`src/rtl/upcps_ram.sv`:
```
`timescale 1ns / 1ps

module upcps_ram #(
    parameter int WIDTH = 16,
    parameter int DEPTH = 256
) (
    input  logic                                      i_clk,
    input  logic                                      i_we,
    input  logic [((DEPTH > 1) ? $clog2(DEPTH) : 1)-1:0] i_waddr,
    input  logic [WIDTH-1:0]                          i_wdata,
    input  logic                                      i_re,
    input  logic [((DEPTH > 1) ? $clog2(DEPTH) : 1)-1:0] i_raddr,
    output logic [WIDTH-1:0]                          o_rdata
);

    logic [WIDTH-1:0] r_mem [DEPTH];
    logic [WIDTH-1:0] r_rdata;

    always_ff @(posedge i_clk) begin
        if (i_we) begin
            r_mem[i_waddr] <= i_wdata;
        end
        if (i_re) begin
            r_rdata <= r_mem[i_raddr];
        end
    end

    assign o_rdata = r_rdata;

endmodule

```
`config.mk`:
```
export PLATFORM = sky130hd
export DESIGN_NAME = upcps_ram
export DESIGN_NICKNAME = d
export VERILOG_FILES = /design/src/rtl/upcps_ram.sv
export SDC_FILE = /design/constraint.sdc
export NUM_CORES = 2
export LEC_CHECK = 0
export BUFFER_PORTS_ARGS = -buffer_cell sky130_fd_sc_hd__buf_4
export CELL_PAD_IN_SITES_DETAIL_PLACEMENT = 1
export CELL_PAD_IN_SITES_GLOBAL_PLACEMENT = 1
export CORE_ASPECT_RATIO = 1.5
export CORE_UTILIZATION = 45
export DETAILED_ROUTE_END_ITERATION = 10
export PLACE_DENSITY = 0.72
export SYNTH_ARGS = -nofsm -noshare
export SYNTH_HDL_FRONTEND = slang
export SYNTH_SLANG_ARGS = --single-unit
```
`constraint.sdc`:
```
create_clock -name i_clk -period 6.7 [get_ports i_clk]
set_input_delay 1.005 -clock i_clk [delete_from_list [all_inputs] [get_ports i_clk]]
set_output_delay 1.005 -clock i_clk [all_outputs]
set_load 0.005 [all_outputs]
```
# After elaboration in Yosys (flattened, before gate mapping)
# Memory sizes are Yosys's and may differ from the RTL's. A register that Yosys moved wholly into a read port is not among the register bits.
# Index checks and enable logic that the tools add are counted.
# Widths: inputs -> output; s select.
dict set report totals {
  regBits 0
  mem_bits_rw 4096
  inputBits 35
  output_inout_bits 16
  elab_cells 3
  mem_count 1
}
# name depth width read_ports rd_ports_with_merged_regs write_ports line
set memory_table {}
lappend memory_table {r_mem 256 16 1 1 1 16} ;# logic [WIDTH-1:0] r_mem [DEPTH];
dict set report op_classes {
  muxes 2
}
# cell n
set op_table {}
lappend op_table {{$mux 1} 2}

# Depth between registers and ports, before layout
dict set report depth {
  depth_word 2
  depth_mapped 12
}

# Least setup slack after synthesis
# No wires, ideal clock.
dict set report synth_timing {
  path_type {input -> register}
  from {input port i_raddr[0] (netlist bit)}
  to {register r_rdata[4] (netlist: o_rdata[4]), read port of r_mem, data pin}
  setup_time_ps 265
  arrival_time_ps 2989
  t_required_ps 6435
  path_slack_ps 3446
  cell_stages 8
  path_buffers 3
  cell_sequence {buf_6 buf_6 buf_2 mux4_2 mux4_2 a22o_1 o32ai_2 nor4_2}
}
# item line
set synth_lines {}
lappend synth_lines {{start: declaration} 12} ;# input logic [((DEPTH > 1) ? $clog2(DEPTH) : 1)-1:0] i_raddr,
lappend synth_lines {{end: declaration} 17} ;# logic [WIDTH-1:0] r_rdata;

==> flow_summary.json <==
{
  "outcome": "finished, violations left",
  "violations": "slew limit",
  "min_to": "r_mem[144][6]$_DFFE_PP_",
  "p_sw_share_pct": 21.5,
  "pwr-share-comb_pct": 5.1,
  "synth_top_area_share_pct": 77.7,
  "period_share_pct": 70.9,
  "antenna_found_initial": 25,
  "die_w_um": 487,
  "dieHeight_um": 730,
  "cts_tree": "done",
  "cp_max_fo": 52,
  "synth_cells": 7360,
  "cts_root_buf": "clkbuf_16",
  "yosys-top-cells-count": "4112 x edfxtp_1, 797 x mux4_2, 565 x mux2i_1, 304 x nor2_1, 252 x o221ai_1",
  "dp_slack_ns": 1.04,
  "worstMarginPinSlew_ns": 1.53,
  "p_per_area_nw_per_um2": 294,
  "synth_edf_count": 4112,
  "cts_setup_buffers": 0,
  "r2r_slack_ns": 3.23,
  "regArea_um2": 123000,
  "htree_levels": 5,
  "drt_first_pass_iters": 6,
  "holdCritPathClass": "in -> reg",
  "power_switching_mw": 11.3,
  "cts_hold_buffers": 0,
  "viasPerCell": 6.27,
  "grt_first_pass_wirelength_um": 639000,
  "final_antenna_net_count": 0,
  "layout-drive-gt1-share_pct": 24.3,
  "slew_headroom_pct": -1.80,
  "ys_warn_count": 0,
  "start_util_pct": 45.3,
  "start_kind": "input pin",
  "fin_ws_ns": 1.95,
  "ys.flop_type": "edfxtp_1",
  "setup_viol": 0,
  "r2r-start": "r_mem[129][11]$_DFFE_PP_",
  "ir_worst_vdd_uv": 200,
  "worst_hold_slack_ns": 0.504,
  "reg2reg_depth": 6,
  "via_count": 79911,
  "avgSynthCellArea_um2": 21.6,
  "wl_per_cell_um": 35.8,
  "final_cells": 12741,
  "clk_latency_ns": 0.95,
  "io_pins": 51,
  "hold_violations": 0,
  "cts_buffers": 364,
  "synth_seq_cells": 4112,
  "multi_input_area_um2": 32900,
  "maxSlewViolCount": 28,
  "place_congestion": 0.874,
  "dp_hpwl_um": 277000,
  "die_area_um2": 355000,
  "clockPowerShare_pct": 40.7,
  "regToRegEndpoint": "o_rdata[11]$_DFFE_PP_",
  "synth_most_common_cell": "edfxtp_1",
  "drc": 0,
  "leakage_nw": 56.0,
  "cts_sinks": 4112,
  "port_buffers": 50,
  "dp_cells": 12075,
  "cp_cell_sequence": "buf_8 > nand2b_4 > buf_4 > o221ai_1 > a21oi_1 > nor2_1 > nand4_1 > nor4_1",
  "path_delay_family": "simple AND/OR/NAND/NOR gates",
  "fillCellCount": 30665,
  "grt_pass1_vias": 83948,
  "rsz0062_at_grt": "no",
  "fin_crit_ns": 4.75,
  "tns_ns": 0,
  "critPathKind": "in -> reg",
  "cts.clk_slew.worst_paths_ns": 0.07,
  "async_reset_ff_share_pct": 0,
  "required_ns": 7.43,
  "cpPeakStageDelay_ns": 0.88,
  "pwr-share-seq_pct": 54.2,
  "ys_types": 51,
  "cp.arrival_ns": 5.48,
  "crit_slowest_cell": "nand4_1",
  "area_growth_pct": 12.3,
  "worstSetupEndpointType": "register",
  "cts_resized": 0,
  "syn-num-nets": 7395,
  "fmax_mhz": 211,
  "ys_seq_area_share_pct": 77.7,
  "nets": 7786,
  "hold_start": "i_wdata[6]",
  "core_area_um2": 350000,
  "hold_path_depth": 1,
  "wirelength_um": 456000,
  "dr.first_iter.drc_count": 9218,
  "synth_area_um2": 159000,
  "fin_skew_ns": 0.0676,
  "grt_max_degree": 188,
  "maxCapViolations": 0,
  "rows": 266,
  "grt_usage_pct": 25.5,
  "worst-path-buf-inv": 2,
  "synth_area_leaders": "edfxtp_1 78%, mux4_2 11%, mux2i_1 3.6%, o221ai_1 1.4%, nor2_1 0.72%",
  "intPower_mw": 41.2,
  "cts.path.max_buffers": 4,
  "overflow": 0,
  "synth_area_leader_cell": "edfxtp_1"
}
[power by group through the flow]
stage | registers (mW) | logic [mW] | clock network [mW]
5_1_grt | 28.4 | 2.75 | 22.3
4_1_cts | 28.4 | 2.67 | 21.6
3_3_place_gp | 29.0 | 2.56 | 0
6_report | 28.4 | 2.66 | 21.4
3_5_place_dp | 29.0 | 2.66 | 0
2_1_floorplan | 28.9 | 1.40 | 0
[cells in the final DEF (no fill, tap or decap), types with 11 or more instances in the layout]
cell type,n
o221ai_1,252
bufinv_16,44
edfxtp_1,4112
mux4_2,797
nor2_2,52
nor2_1,252
clkinvlp_4,20
a22oi_1,43
buf_4,418
nand4_1,26
nand2_1,38
nand3_1,26
mux2i_1,565
o22ai_1,148
a221oi_1,28
diode_2,13
clkbuf_1,64
o21ai_0,32
clkbuf_16,374
clkinv_2,61
a21oi_1,175
nor4_1,17
o32ai_1,20
o31ai_1,16
nor3_1,89
mux2_2,88
buf_12,36
a211oi_1,18
and3_1,11
buf_8,18
clkinv_1,74
a22o_1,32
[sequential cells by signal, summed over array words and instances, names as in the netlist]
name and flops:
o_rdata 16, r_mem 4096
[final cells by class]
type	instances	area share [%]
tap	4690	3.29
clock buffer	438	5.38
antenna	13	0.0182
timing repair buffer	477	2.36
sequential	4112	69.2
multi-input combinational	2792	18.5
clock inverter	215	1.26
inverter	4	0.0154
[per-stage QoR]
step                area (um2)  util [%]  power, mW
finish                  178000      50.9       52.4
CTS                     178000      50.9       52.7
global route            178000      50.9       53.5
detailed placement      167000      47.5       31.6
global placement        166000      47.5       31.5
floorplan               159000         -       30.3
[logic make-up after synthesis]
group                  share of synthesized area, %
and+or+nand+nor                                1.57
AOI/OAI and AO/OA                              3.53
buffers and inverters                          1.69
muxes                                          15.5
DFF                                            77.7
[routing by layer]
layer  part of all wire (%)  global-route usage [%]  vias to the layer above
met2                     51                    44.1                     3876
met1                     35                    30.0                    43110
li1                       -                       -                    32013
met4                    7.0                    15.5                        6
met5                 0.0077                       0                        -
met3                    6.9                    3.71                      906
[worst max path at each step]
stage	from	endpoint	slack (ns)	depth (start not counted)
after global placement	i_raddr[0]	o_rdata[2]$_DFFE_PP_	0.94	9
after detailed placement	i_raddr[1]	o_rdata[2]$_DFFE_PP_	1.04	8
after CTS	i_raddr[1]	o_rdata[2]$_DFFE_PP_	2.06	8
after global routing	i_raddr[1]	o_rdata[2]$_DFFE_PP_	2.12	8
final	i_raddr[1]	o_rdata[2]$_DFFE_PP_	1.95	8
after floorplan	i_raddr[0]	o_rdata[4]$_DFFE_PP_	3.45	8
(Power assumes the default switching activity.)
